--- src/rtl/fnpc_pkg.sv ---
// Package: shared types and constants for the four-neighbor peak clamp core.
`timescale 1ns / 1ps
`default_nettype none
package fnpc_pkg;

    localparam int DATA_W = 32;
    localparam int ROWS_W = 12;
    localparam int COLS_W = 6;

    // register index as decoded from paddr[2]
    localparam logic REG_ROWS = 1'b0;
    localparam logic REG_COLS = 1'b1;

    typedef enum logic [2:0] {
        ST_IDLE,
        ST_RD_CTR,
        ST_RD_RGT,
        ST_CAPT,
        ST_EMIT
    } fnpc_state_t;

    typedef struct packed {
        logic load_pix;
        logic cap_ctr;
        logic cap_rgt;
        logic commit;
        logic has_result;
        logic up_ok;
        logic left_ok;
        logic right_ok;
        logic down_ok;
        logic wr_pending;
        logic run_last;
        logic frame_done;
    } fnpc_cmd_t;

    typedef struct packed {
        logic out_free;
    } fnpc_sts_t;

endpackage
`default_nettype wire

--- src/rtl/four_neighbor_peak_clamp_core.sv ---
// Top level: four-neighbor local peak clamp with APB registers and stream ports.
// A beat releases the result of the pixel above it through the read, capture and emit states
// (one read per line-store port per cycle, three reads and a commit per pixel); emit waits
// for output space, beats are taken only in idle, and a frame's last beat flushes the final row.
// Reset: position counters clear, frame_rows and frame_cols read 1, output empty;
// line stores are not cleared and are written before they are read.
`timescale 1ns / 1ps
`default_nettype none
module four_neighbor_peak_clamp_core #(
    parameter int MAX_COLS   = 63,
    parameter int PIXEL_BITS = 32
) (
    input  wire logic        clk,
    input  wire logic        rst_n,
    // APB configuration
    input  wire logic        psel,
    input  wire logic        penable,
    input  wire logic        pwrite,
    input  wire logic [2:0]  paddr,
    input  wire logic [31:0] pwdata,
    output logic      [31:0] prdata,
    output logic             pready,
    // input stream
    input  wire logic        s_tvalid,
    output logic             s_tready,
    input  wire logic [31:0] s_tdata,   // [31:0] pixel_in
    // output stream
    output logic             m_tvalid,
    input  wire logic        m_tready,
    output logic      [31:0] m_tdata,   // [31:0] pixel_out
    output logic             m_tlast,   // run_last
    output logic             m_tuser    // [0] frame_done
);
    import fnpc_pkg::*;

    localparam int AW = (MAX_COLS > 1) ? $clog2(MAX_COLS) : 1;

    logic [ROWS_W-1:0] frame_rows_reg;
    logic [COLS_W-1:0] frame_cols_reg;
    logic              cfg_wr;
    fnpc_cmd_t         cmd;
    fnpc_sts_t         sts;
    logic [AW-1:0]     fin_raddr;
    logic [AW-1:0]     pend_raddr;
    logic [AW-1:0]     waddr;

    assign pready = 1'b1;
    assign cfg_wr = psel && penable && pwrite && pready;

    always_ff @(posedge clk or negedge rst_n)
    begin
        if (!rst_n)
        begin
            frame_rows_reg <= ROWS_W'(1);
            frame_cols_reg <= COLS_W'(1);
        end
        else if (cfg_wr)
        begin
            case (paddr[2])
                REG_ROWS: frame_rows_reg <= pwdata[ROWS_W-1:0];
                REG_COLS: frame_cols_reg <= pwdata[COLS_W-1:0];
                default:  frame_rows_reg <= frame_rows_reg;
            endcase
        end
    end

    always_comb
    begin
        case (paddr[2])
            REG_ROWS: prdata = 32'(frame_rows_reg);
            REG_COLS: prdata = 32'(frame_cols_reg);
            default:  prdata = '0;
        endcase
    end

    fnpc_ctrl #(.MAX_COLS(MAX_COLS), .AW(AW)) u_ctrl (
        .clk        (clk),
        .rst_n      (rst_n),
        .frame_rows (frame_rows_reg),
        .frame_cols (frame_cols_reg),
        .cfg_wr     (cfg_wr),
        .s_tvalid   (s_tvalid),
        .s_tready   (s_tready),
        .sts        (sts),
        .cmd        (cmd),
        .fin_raddr  (fin_raddr),
        .pend_raddr (pend_raddr),
        .waddr      (waddr)
    );

    fnpc_datapath #(.MAX_COLS(MAX_COLS), .PIXEL_BITS(PIXEL_BITS), .AW(AW)) u_datapath (
        .clk        (clk),
        .rst_n      (rst_n),
        .cmd        (cmd),
        .sts        (sts),
        .pixel_in   (s_tdata),
        .fin_raddr  (fin_raddr),
        .pend_raddr (pend_raddr),
        .waddr      (waddr),
        .m_tvalid   (m_tvalid),
        .m_tready   (m_tready),
        .m_tdata    (m_tdata),
        .m_tlast    (m_tlast),
        .m_tuser    (m_tuser)
    );

endmodule
`default_nettype wire

--- src/rtl/fnpc_ram.sv ---
// Generic single-write, single-read RAM with registered read data.
`timescale 1ns / 1ps
`default_nettype none
module fnpc_ram #(
    parameter int WIDTH = 32,
    parameter int DEPTH = 63,
    parameter int AW    = (DEPTH > 1) ? $clog2(DEPTH) : 1
) (
    input  wire logic             clk,
    input  wire logic             we,
    input  wire logic [AW-1:0]    waddr,
    input  wire logic [WIDTH-1:0] wdata,
    input  wire logic [AW-1:0]    raddr,
    output logic      [WIDTH-1:0] rdata
);

    logic [WIDTH-1:0] mem [DEPTH];

    always_ff @(posedge clk)
    begin
        if (we)
        begin
            mem[waddr] <= wdata;
        end
        rdata <= mem[raddr];
    end

endmodule
`default_nettype wire

--- src/rtl/fnpc_ctrl.sv ---
// Controller: frame position counters, row flush sequencing and datapath commands.
`timescale 1ns / 1ps
`default_nettype none
module fnpc_ctrl #(
    parameter int MAX_COLS = 63,
    parameter int AW       = (MAX_COLS > 1) ? $clog2(MAX_COLS) : 1
) (
    input  wire logic                      clk,
    input  wire logic                      rst_n,
    input  wire logic [fnpc_pkg::ROWS_W-1:0] frame_rows,
    input  wire logic [fnpc_pkg::COLS_W-1:0] frame_cols,
    input  wire logic                      cfg_wr,
    input  wire logic                      s_tvalid,
    output logic                           s_tready,
    input  wire fnpc_pkg::fnpc_sts_t       sts,
    output fnpc_pkg::fnpc_cmd_t            cmd,
    output logic [AW-1:0]                  fin_raddr,
    output logic [AW-1:0]                  pend_raddr,
    output logic [AW-1:0]                  waddr
);
    import fnpc_pkg::*;

    localparam int CW = $clog2(MAX_COLS + 1);

    fnpc_state_t       state_reg, state_next;
    logic [AW-1:0]     col_reg, col_next;
    logic [ROWS_W-1:0] row_reg, row_next;
    logic [AW-1:0]     fc_reg, fc_next;
    logic              flush_reg, flush_next;

    logic [ROWS_W-1:0] rows_eff;
    logic [CW-1:0]     cols_eff;
    logic [AW-1:0]     idx;
    logic [CW-1:0]     idx_inc;
    logic              idx_end;
    logic              row_end;
    logic              frame_last;
    logic              has_result;
    logic              proceed;
    logic [AW-1:0]     right_idx;

    always_comb
    begin
        rows_eff = (frame_rows == '0) ? ROWS_W'(1) : frame_rows;
        if (frame_cols == '0)
        begin
            cols_eff = CW'(1);
        end
        else if (int'(frame_cols) > MAX_COLS)
        begin
            cols_eff = CW'(MAX_COLS);
        end
        else
        begin
            cols_eff = CW'(frame_cols);
        end
    end

    assign idx        = flush_reg ? fc_reg : col_reg;
    assign idx_inc    = CW'(idx) + CW'(1);
    assign idx_end    = (idx_inc == cols_eff);
    assign right_idx  = idx_end ? idx : AW'(idx_inc);
    assign row_end    = ((row_reg + ROWS_W'(1)) == rows_eff);
    assign frame_last = idx_end && row_end;
    assign has_result = flush_reg || (row_reg != '0);
    assign proceed    = !has_result || sts.out_free;

    always_ff @(posedge clk or negedge rst_n)
    begin
        if (!rst_n)
        begin
            state_reg <= ST_IDLE;
            col_reg   <= '0;
            row_reg   <= '0;
            fc_reg    <= '0;
            flush_reg <= 1'b0;
        end
        else
        begin
            state_reg <= state_next;
            col_reg   <= col_next;
            row_reg   <= row_next;
            fc_reg    <= fc_next;
            flush_reg <= flush_next;
        end
    end

    // next state and counters
    always_comb
    begin
        state_next = state_reg;
        col_next   = col_reg;
        row_next   = row_reg;
        fc_next    = fc_reg;
        flush_next = flush_reg;
        case (state_reg)
            ST_IDLE:
            begin
                if (cfg_wr)
                begin
                    col_next = '0;
                    row_next = '0;
                end
                else if (s_tvalid)
                begin
                    state_next = ST_RD_CTR;
                end
            end
            ST_RD_CTR: state_next = ST_RD_RGT;
            ST_RD_RGT: state_next = ST_CAPT;
            ST_CAPT:   state_next = ST_EMIT;
            ST_EMIT:
            begin
                if (proceed)
                begin
                    if (flush_reg)
                    begin
                        if (idx_end)
                        begin
                            flush_next = 1'b0;
                            fc_next    = '0;
                            col_next   = '0;
                            row_next   = '0;
                            state_next = ST_IDLE;
                        end
                        else
                        begin
                            fc_next    = fc_reg + AW'(1);
                            state_next = ST_RD_CTR;
                        end
                    end
                    else if (frame_last)
                    begin
                        flush_next = 1'b1;
                        fc_next    = '0;
                        state_next = ST_RD_CTR;
                    end
                    else
                    begin
                        if (idx_end)
                        begin
                            col_next = '0;
                            row_next = row_reg + ROWS_W'(1);
                        end
                        else
                        begin
                            col_next = col_reg + AW'(1);
                        end
                        state_next = ST_IDLE;
                    end
                end
            end
            default: state_next = ST_IDLE;
        endcase
    end

    // outputs
    always_comb
    begin
        s_tready       = (state_reg == ST_IDLE) && !cfg_wr;
        cmd            = '0;
        cmd.load_pix   = (state_reg == ST_IDLE) && !cfg_wr && s_tvalid;
        cmd.cap_ctr    = (state_reg == ST_RD_RGT);
        cmd.cap_rgt    = (state_reg == ST_CAPT);
        cmd.commit     = (state_reg == ST_EMIT) && proceed;
        cmd.has_result = has_result;
        cmd.up_ok      = flush_reg ? (rows_eff >= ROWS_W'(2)) : (row_reg >= ROWS_W'(2));
        cmd.left_ok    = (idx != '0);
        cmd.right_ok   = !idx_end;
        cmd.down_ok    = !flush_reg;
        cmd.wr_pending = !flush_reg;
        cmd.run_last   = flush_reg ? idx_end : !frame_last;
        cmd.frame_done = flush_reg && idx_end;
        fin_raddr      = idx;
        pend_raddr     = (state_reg == ST_RD_RGT) ? right_idx : idx;
        waddr          = idx;
    end

endmodule
`default_nettype wire

--- src/rtl/fnpc_datapath.sv ---
// Datapath: line stores, neighbor capture, clamp logic and output register.
`timescale 1ns / 1ps
`default_nettype none
module fnpc_datapath #(
    parameter int MAX_COLS   = 63,
    parameter int PIXEL_BITS = 32,
    parameter int AW         = (MAX_COLS > 1) ? $clog2(MAX_COLS) : 1
) (
    input  wire logic                       clk,
    input  wire logic                       rst_n,
    input  wire fnpc_pkg::fnpc_cmd_t        cmd,
    output fnpc_pkg::fnpc_sts_t             sts,
    input  wire logic [fnpc_pkg::DATA_W-1:0] pixel_in,
    input  wire logic [AW-1:0]              fin_raddr,
    input  wire logic [AW-1:0]              pend_raddr,
    input  wire logic [AW-1:0]              waddr,
    output logic                            m_tvalid,
    input  wire logic                       m_tready,
    output logic [fnpc_pkg::DATA_W-1:0]     m_tdata,
    output logic                            m_tlast,
    output logic                            m_tuser
);
    import fnpc_pkg::*;

    logic [PIXEL_BITS-1:0] pix_reg;
    logic [PIXEL_BITS-1:0] centre_reg;
    logic [PIXEL_BITS-1:0] up_reg;
    logic [PIXEL_BITS-1:0] right_reg;
    logic [PIXEL_BITS-1:0] left_reg;
    logic [PIXEL_BITS-1:0] out_pix_reg;
    logic                  out_last_reg;
    logic                  out_done_reg;
    logic                  out_valid_reg, out_valid_next;

    logic [PIXEL_BITS-1:0] fin_rdata;
    logic [PIXEL_BITS-1:0] pend_rdata;
    logic [PIXEL_BITS-1:0] best;
    logic                  peak;
    logic [PIXEL_BITS-1:0] clamp_val;
    logic                  emit;

    fnpc_ram #(.WIDTH(PIXEL_BITS), .DEPTH(MAX_COLS), .AW(AW)) u_final_row (
        .clk   (clk),
        .we    (cmd.commit && cmd.has_result),
        .waddr (waddr),
        .wdata (clamp_val),
        .raddr (fin_raddr),
        .rdata (fin_rdata)
    );

    fnpc_ram #(.WIDTH(PIXEL_BITS), .DEPTH(MAX_COLS), .AW(AW)) u_pending_row (
        .clk   (clk),
        .we    (cmd.commit && cmd.wr_pending),
        .waddr (waddr),
        .wdata (pix_reg),
        .raddr (pend_raddr),
        .rdata (pend_rdata)
    );

    always_comb
    begin
        best = '0;
        peak = 1'b1;
        if (cmd.down_ok)
        begin
            if (pix_reg > best) best = pix_reg;
            if (centre_reg < pix_reg) peak = 1'b0;
        end
        if (cmd.right_ok)
        begin
            if (right_reg > best) best = right_reg;
            if (centre_reg < right_reg) peak = 1'b0;
        end
        if (cmd.up_ok)
        begin
            if (up_reg > best) best = up_reg;
            if (centre_reg < up_reg) peak = 1'b0;
        end
        if (cmd.left_ok)
        begin
            if (left_reg > best) best = left_reg;
            if (centre_reg < left_reg) peak = 1'b0;
        end
        clamp_val = peak ? best : centre_reg;
    end

    assign emit           = cmd.commit && cmd.has_result;
    assign out_valid_next = emit ? 1'b1 : (m_tready ? 1'b0 : out_valid_reg);
    assign sts.out_free   = !out_valid_reg || m_tready;

    always_ff @(posedge clk or negedge rst_n)
    begin
        if (!rst_n)
        begin
            out_valid_reg <= 1'b0;
        end
        else
        begin
            out_valid_reg <= out_valid_next;
        end
    end

    always_ff @(posedge clk)
    begin
        if (cmd.load_pix)
        begin
            pix_reg <= pixel_in[PIXEL_BITS-1:0];
        end
        if (cmd.cap_ctr)
        begin
            centre_reg <= pend_rdata;
            up_reg     <= fin_rdata;
        end
        if (cmd.cap_rgt)
        begin
            right_reg <= pend_rdata;
        end
        if (emit)
        begin
            left_reg     <= clamp_val;
            out_pix_reg  <= clamp_val;
            out_last_reg <= cmd.run_last;
            out_done_reg <= cmd.frame_done;
        end
    end

    assign m_tvalid = out_valid_reg;
    assign m_tdata  = DATA_W'(out_pix_reg);
    assign m_tlast  = out_last_reg;
    assign m_tuser  = out_done_reg;

endmodule
`default_nettype wire

--- config.mk ---
export PLATFORM = sky130hd
export DESIGN_NAME = four_neighbor_peak_clamp_core
export DESIGN_NICKNAME = d
export VERILOG_FILES = /design/src/rtl/fnpc_pkg.sv /design/src/rtl/four_neighbor_peak_clamp_core.sv /design/src/rtl/fnpc_ram.sv /design/src/rtl/fnpc_ctrl.sv /design/src/rtl/fnpc_datapath.sv
export SDC_FILE = /design/constraint.sdc
export NUM_CORES = 2
export LEC_CHECK = 0
export ABC_CLOCK_PERIOD_IN_PS = 20400
export BUFFER_PORTS_ARGS = -buffer_cell sky130_fd_sc_hd__clkbuf_2
export CORE_ASPECT_RATIO = 1.75
export CORE_MARGIN = 2
export CORE_UTILIZATION = 54
export CTS_CLUSTER_SIZE = 40
export DETAILED_ROUTE_END_ITERATION = 12
export PLACE_DENSITY = 0.7
export SLEW_MARGIN = 10
export SYNTH_ARGS = -nofsm -noshare
export SYNTH_HDL_FRONTEND = slang
export SYNTH_SLANG_ARGS = --single-unit
--- constraint.sdc ---
create_clock -name clk -period 20.4 [get_ports clk]
set_input_delay 1.02 -clock clk [delete_from_list [all_inputs] [get_ports clk]]
set_output_delay 1.02 -clock clk [all_outputs]
set_load 0.1 [all_outputs]
# Word-level counts from Yosys, hierarchy flattened
# Memory sizes are Yosys's and may differ from the RTL's. A register that Yosys moved wholly into a read port is not among the register bits.
# Cells that the tools add are included.
[op_classes]
n_eq_ne = 13
n_addsub = 4
n_bitwise = 1
reduce_logical = 32
n_mux = 58
order_cmp = 10
[ops]
columns = ["operator", "n"]
rows = [
  ["2-to-1 mux 32 bit", 9],
  ["< comparator 32 bit", 4],
  ["> comparator 32 bit", 3],
  ["2-to-1 mux 12 bit", 7],
  ["2-to-1 mux 6 bit", 13],
  ["case mux 32 bit (2 select lines)", 1],
  ["> comparator 32 x 1 -> 1 bit, second input constant", 1],
  [">= comparator 12 x 2 -> 1 bit, second input constant", 2],
  ["case mux 12 bit (2 select lines)", 1],
  ["2-to-1 mux 1 bit", 21],
  ["adder 6 x 1 -> 6 bit, second input constant", 3],
  ["case mux 3 bit (5 select lines)", 1],
  ["adder 12 x 1 -> 12 bit, second input constant", 1],
  ["equality test 12 bit", 1],
  ["logical NOT 12 bit", 1],
  ["2-to-1 mux 3 bit", 4],
  ["case mux 6 bit (2 select lines)", 1],
  ["nonzero test 12 bit", 1],
  ["AND reduction 5 bit", 2],
  ["logical AND 1 bit", 9],
  ["equality test 3 x 2 -> 1 bit, second input constant", 2],
  ["equality test 6 bit", 1],
  ["logical NOT 6 bit", 1],
  ["inequality test 2 x 1 -> 1 bit, second input constant", 3],
  ["other kinds (13)", 25],
]
[word_totals]
mem_count = 2
register_bits = 209
input_bits = 74
ram_bits = 4032
[memory_table]
columns = ["memory", "depth", "width", "rd", "rd_ports_with_merged_regs", "write_ports", "line_no", "text"]
rows = [
  ["u_datapath.u_final_row.mem", 63, 32, 1, 1, 1, "fnpc_ram.sv:17", "logic [WIDTH-1:0] mem [DEPTH];"],
  ["u_datapath.u_pending_row.mem", 63, 32, 1, 1, 1, "fnpc_ram.sv:17", ""],
]

# Longest topological paths before layout
[depth]
depth_word = 13
ltp_mapped = 45
depth_no_buf = 38

# Hierarchy
# A second synthesis with hierarchy kept.
[hier_totals]
cells_unflattened = 8731
area_unflattened_um2 = 172043.8
[by_module_without_submodules]
columns = ["module", "n_inst", "area_per_inst_um2", "cells_each"]
rows = [
  ["fnpc_ram", 2, 78201.3, 3583],
  ["fnpc_datapath", 1, 12174.2, 1183],
  ["fnpc_ctrl", 1, 2444.8, 306],
  ["four_neighbor_peak_clamp_core", 1, 1022.2, 76],
]

# Worst setup path after synthesis
# Ideal clock, no wire load.
[synth_timing]
path_type = "register to register"
start = "register u_ctrl.flush_reg"
end = "register u_datapath.left_reg[12], data pin"
required_ps = 19662
setup_ps = 738
slack_ps = 8297
synth_period_minus_slack_ps = 12103
t_arrival_ps = 11365
stages_incl_launch_ff = 45
path_cell_list = "dfrtp_1 > buf_6 > buf_2 > mux2_2 > clkbuf_1 > buf_1 > clkbuf_1 > buf_1 > clkbuf_1 > ha_1 > o21ai_1 > xnor2_1 > o211a_1 > buf_4 > nand3_2 > and3_1 > clkbuf_1 > buf_2 > (+9 left out) > a22o_1 > a21oi_1 > o211ai_1 > buf_2 > mux2_1 > ha_1 > nand4_1 > nor3_1 > inv_1 > nor3_1 > a31o_2 > or4_1 > a31o_2 > nand2_1 > nor2b_1 > clkbuf_1 > clkbuf_1 > a221oi_1"
[synth_between]
elab_chain_cells = 11
elab_cells_between_ends = 23
cone_classes = "add/sub: 1; order compare: 3; eq/ne: 1; mux: 17; reduce/logical: 1"
[synth_lines]
columns = ["item", "line_no", "text"]
rows = [
  ["start: declaration", "fnpc_ctrl.sv:29", "logic flush_reg, flush_next;"],
  ["start signal: assignment", "fnpc_ctrl.sv:84", "flush_reg <= flush_next;"],
  ["2-to-1 mux 32 bit or 2-to-1 mux 6 bit (tied branches)", "fnpc_datapath.sv:64, fnpc_ctrl.sv:59", ""],
  ["> comparator 32 bit or adder 6 x 1 -> 6 bit (tied branches)", "fnpc_datapath.sv:71, fnpc_ctrl.sv:60", ""],
  ["2-to-1 mux 32 bit or equality test 6 bit (tied branches)", "fnpc_datapath.sv:71, fnpc_ctrl.sv:61", ""],
  ["2-to-1 mux 32 bit", "fnpc_datapath.sv:69", "if (cmd.right_ok)"],
  ["> comparator 32 bit", "fnpc_datapath.sv:76", "if (up_reg > best) best = up_reg;"],
  ["2-to-1 mux 32 bit", "fnpc_datapath.sv:76", ""],
  ["2-to-1 mux 32 bit", "fnpc_datapath.sv:74", "if (cmd.up_ok)"],
  ["> comparator 32 bit", "fnpc_datapath.sv:81", "if (left_reg > best) best = left_reg;"],
  ["2-to-1 mux 32 bit", "fnpc_datapath.sv:81", ""],
  ["2-to-1 mux 32 bit", "fnpc_datapath.sv:79", "if (cmd.left_ok)"],
  ["2-to-1 mux 32 bit *", "fnpc_datapath.sv:84", "clamp_val = peak ? best : centre_reg;"],
  ["named net u_datapath.clamp_val[12]", "fnpc_datapath.sv:39", "logic [PIXEL_BITS-1:0] clamp_val;"],
  ["end signal: assignment", "fnpc_datapath.sv:120", "left_reg <= clamp_val;"],
  ["end: declaration", "fnpc_datapath.sv:29", "logic [PIXEL_BITS-1:0] left_reg;"],
]
# The timed path passes the listed nets; every way through them passes the cells marked *.
# A chain may end at the register's enable or synchronous reset.

# Worst setup path in the final report
[layout_timing]
start = "register u_datapath.pix_reg[8]"
end = "memory u_datapath.u_final_row.mem[21][19], data pin"
[layout_between]
elab_chain_cells = 13
elab_cells_between_ends = 22
cone_classes = "order compare: 5; mux: 17"
[layout_lines]
columns = ["item", "line_no", "text"]
rows = [
  ["start: declaration", "fnpc_datapath.sv:25", "logic [PIXEL_BITS-1:0] pix_reg;"],
  ["start signal: assignment", "fnpc_datapath.sv:107", "pix_reg <= pixel_in[PIXEL_BITS-1:0];"],
  ["> comparator 32 x 1 -> 1 bit", "fnpc_datapath.sv:66", "if (pix_reg > best) best = pix_reg;"],
  ["2-to-1 mux 32 bit", "fnpc_datapath.sv:66", ""],
  ["2-to-1 mux 32 bit", "fnpc_datapath.sv:64", "if (cmd.down_ok)"],
  ["> comparator 32 bit", "fnpc_datapath.sv:71", "if (right_reg > best) best = right_reg;"],
  ["2-to-1 mux 32 bit", "fnpc_datapath.sv:71", ""],
  ["2-to-1 mux 32 bit", "fnpc_datapath.sv:69", ""],
  ["> comparator 32 bit", "fnpc_datapath.sv:76", ""],
  ["2-to-1 mux 32 bit", "fnpc_datapath.sv:76", ""],
  ["2-to-1 mux 32 bit", "fnpc_datapath.sv:74", ""],
  ["> comparator 32 bit", "fnpc_datapath.sv:81", ""],
  ["2-to-1 mux 32 bit", "fnpc_datapath.sv:81", ""],
  ["2-to-1 mux 32 bit", "fnpc_datapath.sv:79", ""],
  ["2-to-1 mux 32 bit *", "fnpc_datapath.sv:84", ""],
  ["named net u_datapath.clamp_val[19]", "fnpc_datapath.sv:39", ""],
  ["end: declaration", "fnpc_ram.sv:17", ""],
]
# Marked as above.

==> impl_metrics.ini <==
[sta]
setup_viol = 0
skew_ps = 67.7
timing.final.hold_violations = 0
max_freq_mhz = 78.8
timing.final.crit_share = 0.622
post-route-min-period_ps = 12700
tightest_slew_ps = 1480
hold_slack_ps = 245
relSlewSlack = 0.00659
rsz0062_at_grt = no
setup_slack_ps = 7700
maxSlewViolCount = 0
fin_setup_tns_ps = 0

[layout]
n_fill_cell = 22500
regArea_um2 = 128000
finish.instance_area_um2 = 188000
area_growth_pct = 12.0
multiInputGateArea_um2 = 38200
top_regs = u_datapath.u_final_row.mem (2016), u_datapath.u_pending_row.mem (2016)
drive_above_1_share = 0.123
utilization = 0.606
nNetsFinal = 11100

[clock_network]
cts_made_buffers = 370
clockBufferDepth = 4
root_buffer = clkbuf_16
hold_buffers = 0
clock_latency_ps = 960
clk_pin_slew_ps = 70
clkSinkCount = 4305
htree_levels = 5
cts_resized = 0
post_cts_buffers = 0
cts_tree = done

[worst_setup_path]
worst_ep_required_time_ps = 21180
crit_type = reg2reg
cp_common_cell = buf_4
cp_num_buf_inv = 8
critPathLaunchType = register
reg2regPathDepth = 45
critical_path_arrival_ps = 13480
cp-end-kind = register
slowest_delay_ps = 710
critPathMaxFanout = 66
cp_slowest_cell = and2_2
path_delay_family = simple AND/OR/NAND/NOR gates
crit_cells = 45

[yosys]
syn_area_per_cell_um2 = 15.9
synth_area_leaders = edfxtp_1 75%, mux2i_1 3.6%, nand2_1 2.5%, a22oi_1 1.9%, a21oi_1 1.8%
ys.flop_type = edfxtp_1
seq_area_frac_synth = 0.764
synth_most_common_cell = edfxtp_1
synthArstFlopShare = 0.0109
yosys.area.top_type = edfxtp_1
synth_edf_count = 4194
synth-seq-cells = 4305
synthTopCellsByCount = 4194 x edfxtp_1, 1120 x nand2_1, 615 x a21oi_1
synth_top_area_frac = 0.749
synth_cells = 10500
synth_cell_types = 102
synth.cell_area_um2 = 168000
yosys_warnings = 0

[route]
firstDrtPassIters = 7
routedWlPerCell_um = 39.0
avgViaCountPerCell = 7.01
vias = 107000
drt_iter0_markers = 17900
wl_mm = 593
wl_met3_mm = 66.8
wl_met2_mm = 284
post-route-drc-count = 0
wl_met1_mm = 174
topRoutingLayerUsed = met5
ant_nets = 0

[grt]
grt_max_degree = 137
overflow = 0
antenna_found_initial = 52
grt.total_usage = 0.369
first_global_vias = 102000
grt_pass1_wl_mm = 804

[outcome]
outcome = finished, violations left
failed_checks = capacitance limit

[pwr]
switchingPower_uw = 9980
switching_share = 0.357
ir_worst_vdd_mv = 0.168
clockPowerShare = 0.258
powerDensity_nw_per_um2 = 149
p_comb_frac = 0.317
p_int_uw = 18000
power_leakage_uw = 0.0614
power.share.sequential = 0.426

[floorplanning]
initial_core_util = 0.541
core_area_um2 = 311000
fp.dieArea_um2 = 316000
die_h_um = 742
chipWidth_um = 426
ioPinCount = 143
std_cell_rows = 271

[min_path]
hp-class = in2async

[place]
pre_cts_slack_ps = 7690
gp_congestion = 0.955
hpwl_mm = 351
io_buffer_count = 99
placed_area_um2 = 176000

[job]
max_cap_violations = 1
==> per-layer routing <==
metal	GRT usage	vias up
met3	0.0803	2378
met4	0.337	30
met5	0	-
met2	0.603	8609
li1	-	42400
met1	0.400	53200
==> cell type report <==
| type | instances | area share |
|---|---|---|
| multi-input combinational | 5469 | 0.203 |
| inverter | 141 | 0.00285 |
| timing repair buffer | 488 | 0.0193 |
| clock buffer | 465 | 0.0529 |
| clock inverter | 211 | 0.0115 |
| sequential | 4305 | 0.682 |
| antenna | 34 | 0.000452 |
| tap | 4095 | 0.0272 |
==> path summary, 6_finish.rpt <==
check                                                         start                                           end  slack, ps
setup reg to reg                    u_datapath.pix_reg[8]$_DFFE_PP_  u_datapath.u_final_row.mem[21][19]$_DFFE_PP_       7700
min in group clk                                         s_tdata[6]               u_datapath.pix_reg[6]$_DFFE_PP_        260
max in group asynchronous                                     rst_n                  u_ctrl.flush_reg$_DFFE_PN0P_      19580
hold reg to reg            u_datapath.u_final_row.rdata[29]$_DFF_P_               u_datapath.up_reg[29]$_DFFE_PP_        390
setup / recovery                    u_datapath.pix_reg[8]$_DFFE_PP_  u_datapath.u_final_row.mem[21][19]$_DFFE_PP_       7700
hold / removal                                                rst_n                 frame_cols_reg[1]$_DFFE_PN0P_        240
==> power by group through the flow <==
stage | Sequential [µW] | Clock, µW | Combinational, µW
after floorplan | 12200 | 0 | 4950
after global placement | 12100 | 0 | 8370
after detailed placement | 12100 | 0 | 8610
after CTS | 11900 | 7210 | 8630
after global routing | 11900 | 7530 | 9230
final | 11900 | 7200 | 8850
==> cell families (layout without fill, tap and decap cells) <==
| group | after synthesis | after routing | share of synthesized area |
|---|---|---|---|
| xor gates and xnor gates | 35 | 35 | 0.00205 |
| buffers and inverters | 787 | 1305 | 0.0202 |
| DFF | 4305 | 4305 | 0.764 |
| muxes | 682 | 682 | 0.0416 |
| and+or+nand+nor | 1950 | 1950 | 0.0501 |
| AOI/OAI and AO/OA | 2555 | 2555 | 0.105 |
| adders and majority gates | 226 | 226 | 0.0168 |
| other | 2 | 55 | 0.0000447 |
==> placed cells by master (no fill, tap or decap), types with 98 or more instances in the layout <==
master | synthesis | layout
clkbuf_16 | 0 | 382
clkbuf_2 | 2 | 98
nor2_4 | 0 | 137
inv_1 | 139 | 138
buf_4 | 62 | 372
o21ai_0 | 257 | 250
mux2i_1 | 597 | 593
nand4_1 | 104 | 104
a21oi_1 | 615 | 615
a22o_1 | 167 | 167
o22ai_1 | 213 | 212
a221oi_1 | 212 | 184
a31oi_1 | 165 | 164
nand2_1 | 1120 | 1110
edfxtp_1 | 4194 | 4194
nand3_1 | 149 | 148
nor2_1 | 319 | 172
a22oi_1 | 422 | 422
ha_1 | 226 | 226
==> stage by stage <==
stage	instances	power (µW)
finish	15200	27900
global route	15200	28700
CTS	15200	27700
detailed placement	14500	20700
global placement	14500	20400
floorplan	10600	17200
No activity file was read; power rests on OpenSTA's default activity.
